==> src/rtl/baro_inertial_height_filter_assert.svh <==
// Assertion macros for the baro-inertial height filter.
`ifndef BARO_INERTIAL_HEIGHT_FILTER_ASSERT_SVH
`define BARO_INERTIAL_HEIGHT_FILTER_ASSERT_SVH
`ifndef SYNTHESIS
`define BIHF_ASSERT_SAME(label, clk, rst, ante, cons, msg) \
   label: assert property (@(posedge clk) disable iff (rst) (ante) |-> (cons)) \
      else $error(msg);
`define BIHF_ASSERT_NEXT(label, clk, rst, ante, cons, msg) \
   label: assert property (@(posedge clk) disable iff (rst) (ante) |=> (cons)) \
      else $error(msg);
`else
`define BIHF_ASSERT_SAME(label, clk, rst, ante, cons, msg)
`define BIHF_ASSERT_NEXT(label, clk, rst, ante, cons, msg)
`endif
`endif

==> src/rtl/bihf_pkg.sv <==
// Types, constants, microcode and saturation helpers of the height filter.
`timescale 1ns / 1ps
`default_nettype none
package bihf_pkg;

   localparam int OMEGA_W  = 20;
   localparam int ST_W     = 48;
   localparam int ACC_W    = 50;
   localparam int MAG_W    = 44;
   localparam int DT_W     = 20;
   localparam int PROD_W   = 62;
   localparam int MUL_A_W  = 33;
   localparam int MUL_B_W  = 29;
   localparam int DVD_W    = 64;
   localparam int QUOT_W   = 44;
   localparam int REM_W    = 21;
   localparam int DIV_BITS = 4;
   localparam int DIV_STEPS = QUOT_W / DIV_BITS;
   localparam int CNT_W    = 4;
   localparam int PC_W     = 5;

   localparam logic [OMEGA_W-1:0]      OMEGA_RESET = 20'd196608;
   localparam logic signed [ACC_W-1:0] GRAVITY_Q   = 50'sd642689;
   localparam logic [31:0]             TIMEOUT_US  = 32'd1000000;
   localparam logic [DT_W-1:0]         RESTART_DT  = 20'd20000;
   localparam logic [REM_W-1:0]        US_PER_S    = 21'd1000000;

   typedef enum logic [1:0] {
      ST_IDLE = 2'b01,
      ST_RUN  = 2'b10
   } seq_state_type;

   typedef enum logic [3:0] {
      ALU_NOP, ALU_PREP, ALU_W2, ALU_W3, ALU_ERR, ALU_IN1, ALU_IN2, ALU_IN3,
      ALU_MAG, ALU_PHI, ALU_PSUM, ALU_APPLY
   } alu_op_type;

   typedef enum logic [2:0] {
      MUL_NONE, MUL_WW, MUL_W2W, MUL_EW3, MUL_EW2, MUL_EW, MUL_HI, MUL_LO
   } mul_sel_type;

   typedef enum logic [1:0] {
      DST_BIAS, DST_RATE, DST_HEIGHT
   } dst_sel_type;

   typedef enum logic [1:0] {
      SEQ_NEXT, SEQ_WAIT_DIV, SEQ_DONE
   } seq_op_type;

   typedef struct packed {
      alu_op_type  alu;
      mul_sel_type mul;
      dst_sel_type dst;
      seq_op_type  seq;
   } ctrl_word_type;

   typedef struct packed {
      logic div_busy;
      logic out_free;
   } status_type;

   localparam ctrl_word_type CTRL_IDLE = '{ALU_NOP, MUL_NONE, DST_BIAS, SEQ_NEXT};

   // microprogram: one word per step
   function automatic ctrl_word_type ucode(input logic [PC_W-1:0] pc);
      case (pc)
         5'd0:  return '{ALU_PREP,  MUL_WW,   DST_BIAS,   SEQ_NEXT};
         5'd1:  return '{ALU_W2,    MUL_NONE, DST_BIAS,   SEQ_NEXT};
         5'd2:  return '{ALU_ERR,   MUL_W2W,  DST_BIAS,   SEQ_NEXT};
         5'd3:  return '{ALU_W3,    MUL_NONE, DST_BIAS,   SEQ_NEXT};
         5'd4:  return '{ALU_NOP,   MUL_EW3,  DST_BIAS,   SEQ_NEXT};
         5'd5:  return '{ALU_IN1,   MUL_NONE, DST_BIAS,   SEQ_NEXT};
         5'd6:  return '{ALU_MAG,   MUL_NONE, DST_BIAS,   SEQ_NEXT};
         5'd7:  return '{ALU_NOP,   MUL_HI,   DST_BIAS,   SEQ_NEXT};
         5'd8:  return '{ALU_PHI,   MUL_LO,   DST_BIAS,   SEQ_NEXT};
         5'd9:  return '{ALU_PSUM,  MUL_NONE, DST_BIAS,   SEQ_NEXT};
         5'd10: return '{ALU_NOP,   MUL_NONE, DST_BIAS,   SEQ_WAIT_DIV};
         5'd11: return '{ALU_APPLY, MUL_EW2,  DST_BIAS,   SEQ_NEXT};
         5'd12: return '{ALU_IN2,   MUL_NONE, DST_BIAS,   SEQ_NEXT};
         5'd13: return '{ALU_MAG,   MUL_NONE, DST_RATE,   SEQ_NEXT};
         5'd14: return '{ALU_NOP,   MUL_HI,   DST_RATE,   SEQ_NEXT};
         5'd15: return '{ALU_PHI,   MUL_LO,   DST_RATE,   SEQ_NEXT};
         5'd16: return '{ALU_PSUM,  MUL_NONE, DST_RATE,   SEQ_NEXT};
         5'd17: return '{ALU_NOP,   MUL_NONE, DST_RATE,   SEQ_WAIT_DIV};
         5'd18: return '{ALU_APPLY, MUL_EW,   DST_RATE,   SEQ_NEXT};
         5'd19: return '{ALU_IN3,   MUL_NONE, DST_HEIGHT, SEQ_NEXT};
         5'd20: return '{ALU_MAG,   MUL_NONE, DST_HEIGHT, SEQ_NEXT};
         5'd21: return '{ALU_NOP,   MUL_HI,   DST_HEIGHT, SEQ_NEXT};
         5'd22: return '{ALU_PHI,   MUL_LO,   DST_HEIGHT, SEQ_NEXT};
         5'd23: return '{ALU_PSUM,  MUL_NONE, DST_HEIGHT, SEQ_NEXT};
         5'd24: return '{ALU_NOP,   MUL_NONE, DST_HEIGHT, SEQ_WAIT_DIV};
         5'd25: return '{ALU_APPLY, MUL_NONE, DST_HEIGHT, SEQ_NEXT};
         5'd26: return '{ALU_NOP,   MUL_NONE, DST_HEIGHT, SEQ_DONE};
         default: return '{ALU_NOP, MUL_NONE, DST_BIAS,   SEQ_DONE};
      endcase
   endfunction

   function automatic logic signed [31:0] sat32(input logic signed [ACC_W-1:0] v);
      if (v[ACC_W-1:31] == {(ACC_W-31){v[ACC_W-1]}}) return v[31:0];
      return v[ACC_W-1] ? {1'b1, 31'd0} : {1'b0, {31{1'b1}}};
   endfunction

   function automatic logic signed [MAG_W-1:0] sat44(input logic signed [ACC_W-1:0] v);
      if (v[ACC_W-1:MAG_W-1] == {(ACC_W-MAG_W+1){v[ACC_W-1]}}) return v[MAG_W-1:0];
      return v[ACC_W-1] ? {1'b1, {(MAG_W-1){1'b0}}} : {1'b0, {(MAG_W-1){1'b1}}};
   endfunction

   function automatic logic signed [ST_W-1:0] sat48(input logic signed [ACC_W-1:0] v);
      if (v[ACC_W-1:ST_W-1] == {(ACC_W-ST_W+1){v[ACC_W-1]}}) return v[ST_W-1:0];
      return v[ACC_W-1] ? {1'b1, {(ST_W-1){1'b0}}} : {1'b0, {(ST_W-1){1'b1}}};
   endfunction

endpackage
`default_nettype wire

==> src/rtl/bihf_sequencer.sv <==
// Microcode sequencer: step counter, control ROM and wait/done jumps.
`timescale 1ns / 1ps
`default_nettype none
module bihf_sequencer (
   input  logic                    clock,
   input  logic                    reset,
   input  logic                    accept,
   input  bihf_pkg::status_type    status,
   output bihf_pkg::ctrl_word_type ctrl,
   output logic                    ready
);
   import bihf_pkg::*;

   seq_state_type   state_ff, state_in;
   logic [PC_W-1:0] pc_ff, pc_in;

   assign ctrl  = (state_ff == ST_RUN) ? ucode(pc_ff) : CTRL_IDLE;
   assign ready = (state_ff == ST_IDLE);

   always_comb begin
      state_in = state_ff;
      pc_in    = pc_ff;
      case (state_ff)
         ST_IDLE: begin
            if (accept) begin
               state_in = ST_RUN;
               pc_in    = '0;
            end
         end
         ST_RUN: begin
            case (ctrl.seq)
               SEQ_NEXT: pc_in = pc_ff + PC_W'(1);
               SEQ_WAIT_DIV: begin
                  if (!status.div_busy) pc_in = pc_ff + PC_W'(1);
               end
               SEQ_DONE: begin
                  // hold until the output register can take the beat
                  if (status.out_free) state_in = ST_IDLE;
               end
               default: state_in = ST_IDLE;
            endcase
         end
         default: state_in = ST_IDLE;
      endcase
   end

   always_ff @(posedge clock) begin
      if (reset) begin
         state_ff <= ST_IDLE;
         pc_ff    <= '0;
      end else begin
         state_ff <= state_in;
         pc_ff    <= pc_in;
      end
   end

endmodule
`default_nettype wire

==> config.mk <==
export PLATFORM = sky130hd
export DESIGN_NAME = bihf_sequencer
export DESIGN_NICKNAME = d
export VERILOG_FILES = /design/src/rtl/baro_inertial_height_filter_assert.svh /design/src/rtl/bihf_pkg.sv /design/src/rtl/bihf_sequencer.sv
export SDC_FILE = /design/constraint.sdc
export NUM_CORES = 1
export LEC_CHECK = 0
export ABC_CLOCK_PERIOD_IN_PS = 3400
export BUFFER_PORTS_ARGS = -buffer_cell sky130_fd_sc_hd__buf_2
export CORE_AREA = 2 2 51 53
export DETAILED_ROUTE_END_ITERATION = 12
export DIE_AREA = 0 0 53 55
export GPL_ROUTABILITY_DRIVEN = 0
export GPL_TIMING_DRIVEN = 0
export HOLD_SLACK_MARGIN = 0.08
export PLACE_DENSITY_LB_ADDON = 0.25
export RECOVER_POWER = 100
export SLEW_MARGIN = 20
export SYNTH_ARGS = -nofsm -noshare
export SYNTH_HDL_FRONTEND = slang
export SYNTH_SLANG_ARGS = --single-unit
==> constraint.sdc <==
create_clock -name clock -period 3.4 [get_ports clock]
set_input_delay 0.51 -clock clock [delete_from_list [all_inputs] [get_ports clock]]
set_output_delay 0.51 -clock clock [all_outputs]
set_load 0.02 [all_outputs]
# Word-level counts from Yosys, hierarchy flattened
# Memory sizes are Yosys's and may differ from the RTL's. A register that Yosys moved wholly into a read port is not among the register bits.
# Index checks and enable logic that the tools add are counted.
# W data, S select, Z words.
dict set report word_totals {
  regBits 7
  rom_bits 352
  inputBits 5
  out_inout_bits 12
  word_cells 29
  mem_count 1
}
dict set report op_classes {
  add_sub_neg 1
  n_eq_ne 9
  mux 11
  reduce_logical 5
}
# memory words word_bits read_ports rd_clocked_by_memory_dff write_ports line
set mem_list {}
lappend mem_list {{(name not given)} 32 11 1 1 0 bihf_pkg.sv:66} ;# case (pc)
# op count
set op_table {}
lappend op_table {{$mux W5} 4}
lappend op_table {{$pmux W5 S2} 2}
lappend op_table {{$mux W11} 1}
lappend op_table {{$pmux W2 S2} 2}
lappend op_table {{$ne A3 B3 Y1 const B} 2}
lappend op_table {{$add A5 B1 Y5 const B} 1}
lappend op_table {{$eq A2 B1 Y1 const B} 2}
lappend op_table {{$eq A2 B2 Y1 const B} 2}
lappend op_table {{$mux W2} 2}
lappend op_table {{$ne A2 B2 Y1 const B} 2}
lappend op_table {{$reduce_and A4 Y1} 1}
lappend op_table {{$ne A3 B1 Y1 const B} 1}
lappend op_table {{$reduce_and A3 Y1} 1}
lappend op_table {{$logic_not A2 Y1} 1}
lappend op_table {{$reduce_bool A2 Y1} 1}
lappend op_table {{$reduce_or A2 Y1} 1}

# Longest topological paths before layout
# Gate-level depths: netlist (run 1).
dict set report logic_depth {
  word_depth 7
  mapped_depth 11
  depth_no_buf 11
}

# Least setup slack after synthesis (run 1)
# No wires, ideal clock.
dict set report synth_timing {
  path_type {reg2reg}
  startpoint {register state_ff[1]}
  endpoint {register with a tool-made name}
  setup_ps 130
  arrival_ps 2544
  t_required_ps 3270
  setup_slack_ps 726
  stages_incl_launch_ff 11
  n_path_buf 0
  synth_period_minus_slack_ps 2674
  cell_sequence {dfxtp_1 inv_1 ha_1 nor2b_1 a211oi_1 o32ai_1 inv_1 ha_1 mux2_2 o211ai_1 o211ai_1}
}
# item line
set synth_rtl {}
lappend synth_rtl {{start, declared} bihf_sequencer.sv:14} ;# seq_state_type state_ff, state_in;
lappend synth_rtl {{start signal, assigned} bihf_sequencer.sv:52} ;# state_ff <= state_in;

==> metrics.md, run 1 <==
| Metric | Value |
|---|---|
| Ys flop type | `sky130_fd_sc_hd__dfxtp_1` |
| Accumulated negative setup slack | `0 ps` |
| Cell types with the largest area share after synthesis | `sky130_fd_sc_hd__dfxtp_1 28%, sky130_fd_sc_hd__ha_1 9.8%, sky130_fd_sc_hd__and2_1 5.4%, sky130_fd_sc_hd__mux2i_1 3.9%, sky130_fd_sc_hd__nand2_1 3.5%` |
| Layout filler cell count | `232` |
| Maximum level of the CTS H-tree | `1` |
| Hold Crit Start | `state_ff[0]` |
| Antenna violations before repair | `0` |
| # Max-Cap Violations | `0` |
| Slew Viols, Final | `0` |
| Hold EP | `state_ff[0]` |
| VDD IR max | `0.0001982 V` |
| Synth Area in Simple Gates | `21.41%` |
| Fmax | `0.3241 GHz` |
| Number of warning messages in the yosys log | `0` |
| Vias in the first global route | `1,065` |
| Number of clock sinks | `18` |
| Power density of the placed cells | `290.3 nW/um^2` |
| Vias/cell | `6.183` |
| Total setup buffers inserted after CTS | `0` |
| Total global routing track utilization | `between 20% and 30%` |
| Worst skew pair latency | `300 ps` |
| Status | `finished clean` |
| Area fraction in compound gates after synthesis | `26.98%` |
| Final period utilization | `90.75%` |
| Number of cells traversed by the worst hold path | `2` |
| Synth unique cells | `46` |
| Global route overflow | `0` |
| Number of top-level design ports | `17` |
| Total number of vias | `1,249` |
| Die area | `2915 um^2` |
| DP Wirelength | `2238 um` |
| Leakage | `0.5882 nW` |
| Detail Route Antenna Nets | `0` |
| Count of hold buffers inserted by post-cts repair | `0` |
| CP arrival | `3260 ps` |
| R2R cell count | `10` |
| Unrepaired setup endpoints after global routing | `no` |
| Std cell rows | `18` |
| Dominant combinational cell family by area after synthesis | `compound AO/OA/AOI/OAI gates` |
| Clock period minus final worst setup slack | `3085 ps` |
| Top-count cell post-synth | `sky130_fd_sc_hd__dfxtp_1` |
| Cells after Synth | `~150` |
| CP Data Required Time | `about 3600 ps` |
| Tightest slew margin relative to the limit | `around a third` |
| Pre-Repair DR Iteration Count | `5` |
| Global-route wire length before repair | `4788 um` |
| Post-layout total power | `roughly 0.4 mW` |
| Hold violation count in the final report | `0` |
| CTS tree | `built` |
| Final Net Count | `188` |
| Post-synth net total | `approximately 170` |
| Synthesis-stage register bit count | `18` |
| Max Buffers Root-to-Sink | `2` |
| Type of origin of the critical path | `register` |
| Top-area cell type share of the netlist area | `between 20% and 30%` |
| Worst Path Class, Setup | `register to register` |
| Fin util | `59.52%` |
| Portion of the post-synthesis area used by sequential elements | `28.15%` |
| Number of gates resized after cts | `0` |
| Share of the synthesized netlist area taken by xor and xnor gates | `2.053%` |
| Port Buffers | `16` |
| Initial core utilization | `54.13%` |
| Highest net fanout along the worst path | `6` |
| Growth of design area from synthesis to finish | `9.971%` |
| Hold Worst Slack | `roughly 470 ps` |
| Average footprint of a synthesized cell | `between 8 and 9 um^2` |
| Num CTS Buffers | `3` |
| Clock Root Buffer | `sky130_fd_sc_hd__clkbuf_4` |
| Adder and majority cell fraction of the synthesized area | `9.775%` |
| Fraction of final layout cells with drive strength greater than 1 | `about a tenth` |
| Final Skew | `2.563 ps` |
| HP Class | `register to register` |
| Summed instance area of the synthesized netlist | `1280 um^2` |
| Area of the core | `2365 um^2` |
| Origin of the critical flop-to-flop path | `state_ff[1]` |
| Share of synthesized area spent on multiplexers | `5.670%` |
| Count of flip-flops with a built-in enable after synthesis | `0` |
| Post-detailed-routing wire length | `2972 um` |
| Final setup violation count | `0` |
| Routed length per instance | `approximately 15 um` |
| Clock transition time at the flip-flop clock pins of the worst setup and hold paths | `approximately 100 ps` |
| Setup slack of the most critical reg-to-reg path | `approximately 310 ps` |
| Slew at the pin with the worst max-slew slack | `1017 ps` |
| Pin count of the biggest net entering global routing | `11` |
| Most common library cells after synthesis | `18 x sky130_fd_sc_hd__dfxtp_1, 12 x sky130_fd_sc_hd__nand2_1, 11 x sky130_fd_sc_hd__and2_1, 10 x sky130_fd_sc_hd__ha_1, 9 x sky130_fd_sc_hd__inv_1` |
| Detailed router's first-iteration violation count | `65` |
| Cell taking the most area after synthesis | `sky130_fd_sc_hd__dfxtp_1` |
| DRC Markers | `0` |
| Share of synthesized registers carrying an async set or reset | `0%` |
| Die span in x | `~53 um` |
| Die extent in y | `55 um` |
| Antenna cell count | `0` |
| CP endpoint kind | `register` |
[metrics by stage]
stage | area (um^2) | cells | setup slack [ps]
3_3_place_gp | 1398 | 198 | 470.0
5_1_grt | 1408 | 202 | 102.0
6_report | 1408 | 202 | 314.6
4_1_cts | 1434 | 202 | 351.4
2_1_floorplan | 1280 | 152 | 725.5
3_5_place_dp | 1398 | 198 | 367.4
[cell type report]
| cell class | instances | area [um^2] | share of cell area (%) |
|---|---|---|---|
| tap | 30 | 37.54 | 2.667 |
| buffer | 6 | 35.03 | 2.489 |
| sequential | 18 | 360.3 | 25.60 |
| inverter | 11 | 41.29 | 2.933 |
| multi-input combinational | 117 | 827.0 | 58.76 |
| timing repair buffer | 16 | 70.07 | 4.978 |
| clock buffer | 4 | 36.28 | 2.578 |
[worst max-delay path, cell delays in order, from the launching register on]
cell	delay, ps
sky130_fd_sc_hd__dfxtp_1	330
sky130_fd_sc_hd__inv_1	70
sky130_fd_sc_hd__ha_1	200
sky130_fd_sc_hd__nor2b_1	270
sky130_fd_sc_hd__a211oi_1	170
sky130_fd_sc_hd__o32ai_1	660
sky130_fd_sc_hd__inv_1	260
sky130_fd_sc_hd__ha_1	360
sky130_fd_sc_hd__and4_1	200
sky130_fd_sc_hd__a311oi_1	300
sky130_fd_sc_hd__a21oi_1	130
[layout by cell type (no fill, tap or decap), types with 4 or more instances in the layout]
cell	count
sky130_fd_sc_hd__dfxtp_1	18
sky130_fd_sc_hd__nand2_1	12
sky130_fd_sc_hd__clkbuf_1	11
sky130_fd_sc_hd__inv_1	10
sky130_fd_sc_hd__ha_1	10
sky130_fd_sc_hd__buf_2	9
sky130_fd_sc_hd__a21oi_1	8
sky130_fd_sc_hd__nor2_1	8
sky130_fd_sc_hd__and2_1	7
sky130_fd_sc_hd__o21ai_0	7
sky130_fd_sc_hd__o211ai_1	6
sky130_fd_sc_hd__mux2i_1	5
sky130_fd_sc_hd__nand3_1	4
sky130_fd_sc_hd__and2_0	4
[logic make-up after synthesis]
kind of cell | after synthesis
adder cells (fa/ha/maj) | 10
AND/OR/NAND/NOR | 51
XOR/XNOR | 3
buffers and inverters | 17
flip-flops | 18
multiplexers | 7
AO/OA/AOI/OAI | 46
[report_power, final]
part / leakage (nW) / internal (mW) / switching, mW
logic: 0.422 / 0.0180 / 0.0392
registers: 0.146 / 0.215 / 0.00227
clock network: 0.0210 / 0.0654 / 0.0692
total: 0.588 / 0.298 / 0.111
[worst max-delay path by stage]
stage,from,endpoint,slack [ps],depth (start not counted)
floorplan,state_ff[1],register,730,10
global placement,accept,register,470,9
detailed placement,accept,register,370,9
CTS,state_ff[1],register,350,10
global route,state_ff[1],register,100,10
finish,state_ff[1],register,310,10
[layer usage]
metal	track usage [%]	share of wire [%]
met5	0	0
met3	2.419	6.4
met4	10.26	2.5
met1	30.64	47
met2	36.46	44
Power figures use the tool's default switching activity.
==> inputs of run 2 (changes only) <==
--- a/config.mk
+++ b/config.mk
@@ -5,11 +5,12 @@
 export SDC_FILE = /design/constraint.sdc
 export NUM_CORES = 1
 export LEC_CHECK = 0
+export ABC_AREA = 1
 export ABC_CLOCK_PERIOD_IN_PS = 3400
 export BUFFER_PORTS_ARGS = -buffer_cell sky130_fd_sc_hd__buf_2
-export CORE_AREA = 2 2 51 53
+export CORE_AREA = 2 2 53 55
 export DETAILED_ROUTE_END_ITERATION = 12
-export DIE_AREA = 0 0 53 55
+export DIE_AREA = 0 0 55 57
 export GPL_ROUTABILITY_DRIVEN = 0
 export GPL_TIMING_DRIVEN = 0
 export HOLD_SLACK_MARGIN = 0.08
==> run 2 against run 1 <==
Compared with the run above: critical path depth grew 9; die area grew 7.5%; sequential cell count is the same; sequential share of layout area shrank 2.0 points; core utilization shrank 1.2 points; worst setup slack gained 250 ps; sequential power grew 44%; synthesized cell count grew 43%; combinational power grew to 15 times the previous value; non-clock buffer count is the same; design area grew 8.3%; largest cell class unchanged; cell count grew 32%.
==> metrics.md, run 2 <==
| Metric | Value |
|---|---|
| Status | `finished clean` |
| Antenna cell count | `0 (unchanged)` |
| Setup slack of the most critical reg-to-reg path | `560 ps (+250 ps)` |
| Accumulated negative setup slack | `0 ps (unchanged)` |
| Post-synth net total | `232 (+39%)` |
| Slew at the pin with the worst max-slew slack | `484.4 ps (-532.5 ps)` |
| Total setup buffers inserted after CTS | `0 (unchanged)` |
| Power density of the placed cells | `831.4 nW/um^2 (+190%)` |
| R2R cell count | `19 (+9)` |
| Area of all placed cells without fillers | `1524 um^2 (+8.3%)` |
| DRC Markers | `0 (unchanged)` |
| Tightest slew margin relative to the limit | `67.71% (+36 points)` |
| Port Buffers | `16 (unchanged)` |
| Clock transition time at the flip-flop clock pins of the worst setup and hold paths | `100 ps (about the same)` |
| Number of cells traversed by the worst hold path | `2 (unchanged)` |
| Origin of the critical flop-to-flop path | `state_ff[0]` |
| Die area | `3135 um^2 (+7.5%)` |
| Highest net fanout along the worst path | `9 (+3)` |
| Pint | `0.6088 mW (+100%)` |
| Layout filler cell count | `265 (+14%)` |
| Cell taking the most area after synthesis | `sky130_fd_sc_hd__dfxtp_1` |
| Top-count cell post-synth | `sky130_fd_sc_hd__nand2_1` |
| Final period utilization | `83.49% (-7.3 points)` |
| Pin count of the biggest net entering global routing | `11 (unchanged)` |
| CTS tree | `built` |
| Largest stage delay, worst path | `380 ps (-280 ps)` |
| Area of the core | `2615 um^2 (+11%)` |
| Proportion of power drawn by combinational gates | `66.9% (+53 points)` |
| Type of origin of the critical path | `register` |
| Fraction of final layout cells with drive strength greater than 1 | `13.98% (+3.5 points)` |
| Portion of the post-synthesis area used by sequential elements | `24.96% (-3.2 points)` |
| Final setup violation count | `0 (unchanged)` |
| Fmax | `0.3523 GHz (+8.7%)` |
| Worst Path Class, Setup | `register to register` |
| Post-detailed-routing wire length | `2922 um (-1.7%)` |
| Part of the power in the clock network | `8.3% (-25 points)` |
| Area of the multi-input gates | `832.0 um^2 (+0.61%)` |
| Global route overflow | `0 (unchanged)` |
| Antenna violations before repair | `0 (unchanged)` |
| Share of synthesized registers carrying an async set or reset | `0% (unchanged)` |
| Detail Route Antenna Nets | `0 (unchanged)` |
| Ys flop type | `sky130_fd_sc_hd__dfxtp_1` |
| Post-placement cell area | `1563 um^2 (+12%)` |
| Num CTS Buffers | `3 (unchanged)` |
| Die span in x | `55 um (+3.8%)` |
| Slew Viols, Final | `0 (unchanged)` |
| Cells after Synth | `217 (+43%)` |
| Die extent in y | `57 um (+3.6%)` |
| Top-area cell type share of the netlist area | `24.96% (-3.2 points)` |
| CP endpoint kind | `register` |
| Pre-Repair DR Iteration Count | `4 (-1)` |
| Worst skew pair latency | `300 ps (about the same)` |
| Register share of total power | `24.7% (-28 points)` |
| CP dominant cell by count | `sky130_fd_sc_hd__nand2_1` |
| Routed length per instance | `10.94 um (-26%)` |
| Number of warning messages in the yosys log | `0 (unchanged)` |
| CP arrival | `3040 ps (-220 ps)` |
| CP Data Required Time | `3600 ps (+30 ps)` |
| NetSw | `0.6582 mW (+500%)` |
| Pre-CTS setup slack | `662.2 ps (+294.8 ps)` |
| # Max-Cap Violations | `0 (unchanged)` |
| Leakage | `0.8782 nW (+49%)` |
| Clock Root Buffer | `sky130_fd_sc_hd__clkbuf_4` |
| Sw Share | `51.95% (+25 points)` |
| Total number of vias | `1,334 (+6.8%)` |
| Growth of design area from synthesis to finish | `5.546%` |
| Critical-path cell with the highest stage delay | `sky130_fd_sc_hd__dfxtp_1` |
| Cell types with the largest area share after synthesis | `sky130_fd_sc_hd__dfxtp_1 25%, sky130_fd_sc_hd__nand2_1 19%, sky130_fd_sc_hd__nand3_1 9.7%, sky130_fd_sc_hd__inv_1 9.6%, sky130_fd_sc_hd__ha_1 8.7%` |
| Number of gates resized after cts | `0 (unchanged)` |
| Number of clock sinks | `18 (unchanged)` |
| Synth unique cells | `28 (-39%)` |
| HP Class | `input port to register` |
| Hold Crit Start | `reset` |
| Worst path top cell family by delay | `simple AND/OR/NAND/NOR gates` |
| Clock period minus final worst setup slack | `2839 ps (-246.8 ps)` |
| VDD IR max | `0.0003878 V (+96%)` |
| Vias in the first global route | `1,195 (+12%)` |
| Average footprint of a synthesized cell | `6.654 um^2 (-21%)` |
| Initial core utilization | `55.22% (+1.1 points)` |
| Most common library cells after synthesis | `74 x sky130_fd_sc_hd__nand2_1, 37 x sky130_fd_sc_hd__inv_1, 28 x sky130_fd_sc_hd__nand3_1, 18 x sky130_fd_sc_hd__dfxtp_1` |
| Detailed router's first-iteration violation count | `60 (-7.7%)` |
| Count of hold buffers inserted by post-cts repair | `0 (unchanged)` |
| Number of top-level design ports | `17 (unchanged)` |
| Register Area | `360.3 um^2 (unchanged)` |
| Hold violation count in the final report | `0 (unchanged)` |
| Vias/cell | `4.996 (-19%)` |
| Hold Worst Slack | `435.8 ps (-34.67 ps)` |
| Final WS setup | `561.4 ps (+246.8 ps)` |
| Final Skew | `6.302 ps (+3.739 ps)` |
| Most frequent cells in the layout | `76 x sky130_fd_sc_hd__nand2_1, 37 x sky130_fd_sc_hd__inv_1, 31 x sky130_fd_sc_hd__nand3_1, 18 x sky130_fd_sc_hd__dfxtp_1, 15 x sky130_fd_sc_hd__clkbuf_1` |
| Global-route wire length before repair | `5057 um (+5.6%)` |
| Hold EP | `pc_ff[2]` |
| Max Buffers Root-to-Sink | `2 (unchanged)` |
| Unrepaired setup endpoints after global routing | `no` |
| Synthesis-stage register bit count | `18 (unchanged)` |
| Count of flip-flops with a built-in enable after synthesis | `0 (unchanged)` |
| Summed instance area of the synthesized netlist | `1444 um^2 (+13%)` |
| Total global routing track utilization | `21.71% (-0.92 points)` |
| DP Wirelength | `2223 um (-0.66%)` |
| Std cell rows | `19 (+1)` |
| Most frequent standard cell in the layout excluding fill and tap cells | `sky130_fd_sc_hd__nand2_1` |
| CP Cell Sequence | `inv_1 > ha_1 > buf_6 > nand2_1 > nand3_1 > nor2_8 > nand2_1 > nand2_1 > inv_1 > nor2_2 > inv_1 > ha_1 > or2_2 > nand2_1 > nand2_1 > nand2_1 > nand2_1 > inv_1 > nand2_1` |
| Worst path buffer plus inverter count | `5 (+3)` |
| Final Net Count | `253 (+35%)` |
| Maximum level of the CTS H-tree | `1 (unchanged)` |
==> run 2: cell types whose count changed after synthesis, sizes merged, moves of 3 or more <==
cell	before	now
inv	10	40
nand3	4	33
o2111ai	3	0
a21oi	8	4
and2	11	0
nand2b	3	0
mux2i	5	0
a21boi	3	0
o21ai	7	4
o211ai	6	0
a31oi	3	0
a211oi	3	0
nand2	12	85
==> run 2: cell families (layout without fill, tap and decap cells) <==
logic type                 count (synthesis)  count (layout)  share of synthesized area, %
DFF                                       18              18                         24.96
buffers and inverters                     46              65                         14.82
AOI/OAI and AO/OA                          9               9                         4.159
adders and majority gates                 10              10                         8.666
and+or+nand+nor                          134             134                         47.40
==> run 2: area by class of cell <==
class	instances	share of cell area (%)
Tap cell	31	2.545
Timing Repair Buffer	16	4.269
Inverter	40	10.26
Clock buffer	3	1.478
Sequential cell	18	23.65
Multi-Input combinational cell	153	54.60
Buffer	6	3.202
==> run 2: metrics by stage <==
| step | util, % | std cells | power (mW) |
|---|---|---|---|
| after detailed placement | 59.76 | 264 | 1.225 |
| after global placement | 59.76 | 264 | 1.217 |
| after global routing | 58.28 | 267 | 1.397 |
| after floorplan | - | 217 | 1.060 |
| after CTS | 60.62 | 267 | 1.331 |
| final | 58.28 | 267 | 1.267 |
==> run 2: layer usage <==
metal / global-route usage, % / wire, um / vias up
li1: - / - / 705
met1: 29.34 / 1364 / 585
met2: 34.35 / 1350 / 37
met3: 3.141 / 134 / 7
met4: 8.362 / 72 / 0
met5: 0 / 0 / -
==> run 2: worst max-delay path by stage <==
stage,from,end,cells past startpoint
after floorplan,state_ff[1],register,18
after global placement,state_ff[0],register,19
after detailed placement,state_ff[0],register,19
after CTS,state_ff[0],register,19
after global routing,state_ff[0],register,19
final,state_ff[0],register,19
==> run 2: power groups by stage <==
| stage | combinational (mW) | clock (mW) | sequential, mW |
|---|---|---|---|
| floorplan | 0.750 | 0 | 0.310 |
| global placement | 0.901 | 0 | 0.316 |
| detailed placement | 0.907 | 0 | 0.319 |
| CTS | 0.912 | 0.105 | 0.314 |
| global route | 0.959 | 0.117 | 0.321 |
| finish | 0.848 | 0.106 | 0.313 |
==> inputs of run 3 (changes only) <==
--- a/config.mk
+++ b/config.mk
@@ -5,12 +5,12 @@
 export SDC_FILE = /design/constraint.sdc
 export NUM_CORES = 1
 export LEC_CHECK = 0
-export ABC_AREA = 1
-export ABC_CLOCK_PERIOD_IN_PS = 3400
+export ABC_AREA = 0
+export ABC_CLOCK_PERIOD_IN_PS = 2500
 export BUFFER_PORTS_ARGS = -buffer_cell sky130_fd_sc_hd__buf_2
-export CORE_AREA = 2 2 53 55
+export CORE_AREA = 2 2 54 56
 export DETAILED_ROUTE_END_ITERATION = 12
-export DIE_AREA = 0 0 55 57
+export DIE_AREA = 0 0 56 58
 export GPL_ROUTABILITY_DRIVEN = 0
 export GPL_TIMING_DRIVEN = 0
 export HOLD_SLACK_MARGIN = 0.08
==> constraint.sdc (replaced) <==
create_clock -name clock -period 2.5 [get_ports clock]
set_input_delay 0.375 -clock clock [delete_from_list [all_inputs] [get_ports clock]]
set_output_delay 0.375 -clock clock [all_outputs]
set_load 0.02 [all_outputs]
==> run 3 against run 2 <==
Compared with the run above: the flow now finishes with violations (negative setup slack); combinational power fell by 81%; sequential share of layout area fell by 2.8 points; cell count fell by 16%; via count rose by 3.7%; critical path depth fell by 11; wire length rose by 31%; register-to-register slack got worse by 570 ps; core utilization rose by 7.7 points.
==> metrics.md, run 3 (synthesized netlist as in run 1, its figures left out) <==
| Metric | Value |
|---|---|
| Hold violation count in the final report | `0 (unchanged)` |
| Total number of vias | `1,384 (+3.7%)` |
| Detail Route Antenna Nets | `0 (unchanged)` |
| Register Area | `365.4 um^2 (+1.4%)` |
| Total global routing track utilization | `21.22% (-0.48 points)` |
| Final Skew | `7.248 ps (+0.9461 ps)` |
| Worst skew pair latency | `310 ps (about the same)` |
| Type of origin of the critical path | `register` |
| DRC Markers | `0 (unchanged)` |
| CP dominant cell by count | `sky130_fd_sc_hd__o21ai_0` |
| Num CTS Buffers | `3 (unchanged)` |
| Hold Worst Slack | `392.2 ps (-43.64 ps)` |
| Detailed router's first-iteration violation count | `125 (+110%)` |
| Most frequent standard cell in the layout excluding fill and tap cells | `sky130_fd_sc_hd__buf_4` |
| Port Buffers | `16 (unchanged)` |
| Worst path buffer plus inverter count | `1 (-4)` |
| Max Buffers Root-to-Sink | `2 (unchanged)` |
| Highest net fanout along the worst path | `8 (-1)` |
| Post-placement cell area | `1411 um^2 (-9.7%)` |
| Number of clock sinks | `18 (unchanged)` |
| Critical-path cell with the highest stage delay | `sky130_fd_sc_hd__dfxtp_1` |
| Fmax | `0.3983 GHz (+13%)` |
| Violated checks | `negative setup slack` |
| Routed length per instance | `17.02 um (+56%)` |
| Growth of design area from synthesis to finish | `37.24%` |
| DP Wirelength | `2294 um (+3.2%)` |
| Area of the multi-input gates | `972.2 um^2 (+17%)` |
| Power density of the placed cells | `370.5 nW/um^2 (-55%)` |
| Fin util | `65.98% (+7.7 points)` |
| Most frequent cells in the layout | `21 x sky130_fd_sc_hd__buf_4, 16 x sky130_fd_sc_hd__dfxtp_1, 16 x sky130_fd_sc_hd__buf_2, 12 x sky130_fd_sc_hd__nand2_1, 11 x sky130_fd_sc_hd__and2_1` |
| Cell Count, Final, Fillers Out | `225 (-16%)` |
| Worst Path Class, Setup | `register to register` |
| Die extent in y | `58 um (+1.8%)` |
| Antenna violations before repair | `0 (unchanged)` |
| Slew at the pin with the worst max-slew slack | `696.0 ps (+211.6 ps)` |
| Pre-Repair DR Iteration Count | `4 (unchanged)` |
| VDD IR max | `0.0003542 V (-8.7%)` |
| CP Data Required Time | `2750 ps (-850 ps)` |
| Initial core utilization | `48.07% (-7.1 points)` |
| Global route overflow | `0 (unchanged)` |
| Status | `finished, violations left` |
| Final period utilization | `100.4% (+17 points)` |
| CP Cell Sequence | `ha_1 > nand3_1 > o21ai_0 > a31oi_1 > o21ai_0 > clkinv_1 > nor3_1 > a221o_1` |
| Fraction of final layout cells with drive strength greater than 1 | `36.60% (+23 points)` |
| Layout filler cell count | `209 (-21%)` |
| Final setup violation count | `1 (+1)` |
| CTS tree | `built` |
| Clock period minus final worst setup slack | `2511 ps (-328.0 ps)` |
| Number of top-level design ports | `17 (unchanged)` |
| Area of the core | `2663 um^2 (+1.8%)` |
| HP Class | `input port to register` |
| Slew Viols, Final | `0 (unchanged)` |
| Clock transition time at the flip-flop clock pins of the worst setup and hold paths | `110 ps (about the same)` |
| Vias in the first global route | `1,132 (-5.3%)` |
| Global-route wire length before repair | `5444 um (+7.7%)` |
| Post-detailed-routing wire length | `3830 um (+31%)` |
| Die area | `3248 um^2 (+3.6%)` |
| Placed Instances | `199 (-25%)` |
| Antenna cell count | `0 (unchanged)` |
| Worst path top cell family by delay | `compound AO/OA/AOI/OAI gates` |
| Die span in x | `56 um (+1.8%)` |
| Post-layout total power | `0.6508 mW (-49%)` |
| Largest stage delay, worst path | `440 ps (+60 ps)` |
| Pin count of the biggest net entering global routing | `11 (unchanged)` |
| Count of hold buffers inserted by post-cts repair | `0 (unchanged)` |
| Clock Root Buffer | `sky130_fd_sc_hd__clkbuf_4` |
| Final Net Count | `210 (-17%)` |
| CP arrival | `2770 ps (-270 ps)` |
| Std cell rows | `19 (unchanged)` |
| Accumulated negative setup slack | `-10.61 ps (-10.61 ps)` |
| CP endpoint kind | `register` |
| Final WS setup | `-10.61 ps (-572.0 ps)` |
| Maximum level of the CTS H-tree | `1 (unchanged)` |
| # Max-Cap Violations | `0 (unchanged)` |
| Area of all placed cells without fillers | `1757 um^2 (+15%)` |
| Tightest slew margin relative to the limit | `53.60% (-14 points)` |
| Pre-CTS setup slack | `-278.0 ps (-940.2 ps)` |
| Leakage | `0.7537 nW (-14%)` |
| Vias/cell | `6.151 (+23%)` |
[run 3: path summary, 6_finish.rpt]
kind	slack, ps	from	to	depth (start not counted)
max	-10	pc_ff[0]	register	8
min reg2reg	520	state_ff[0]	state_ff[0]	2
max reg2reg	-10	pc_ff[0]	register	8
min	390	accept	state_ff[1]	3
[run 3: layout make-up]
type | count | area share, %
plain buffers | 6 | 2.635
clock buffers | 4 | 2.066
inverters | 11 | 2.493
multi-input cells | 117 | 55.34
flip-flops and latches | 18 | 20.80
well taps | 31 | 2.208
repair buffers | 38 | 14.46
[run 3: where the power goes]
group | switching (mW) | total, mW | internal, mW
Clock | 0.100 | 0.189 | 0.0890
Combinational | 0.0838 | 0.163 | 0.0792
Sequential | 0.00598 | 0.299 | 0.293
[run 3: metal layers]
layer | vias up | GRT usage, % | routed length [um]
li1 | 640 | - | -
met1 | 627 | 28.28 | 1515
met2 | 95 | 33.61 | 1831
met3 | 22 | 4.464 | 312
met4 | 0 | 8.844 | 171
met5 | - | 0 | 0
[run 3: tightest hold or removal path: stages]
cell                       delay, ps
sky130_fd_sc_hd__buf_2           130
sky130_fd_sc_hd__nand2_1          80
sky130_fd_sc_hd__a21boi_0         80
[run 3: what timing repair did]
item / 4_1_cts / 5_1_grt
pin swaps: 3 / 11
gates resized for setup: 12 / 23
setup endpoints to repair: 9 / 7
setup buffers: 5 / 17
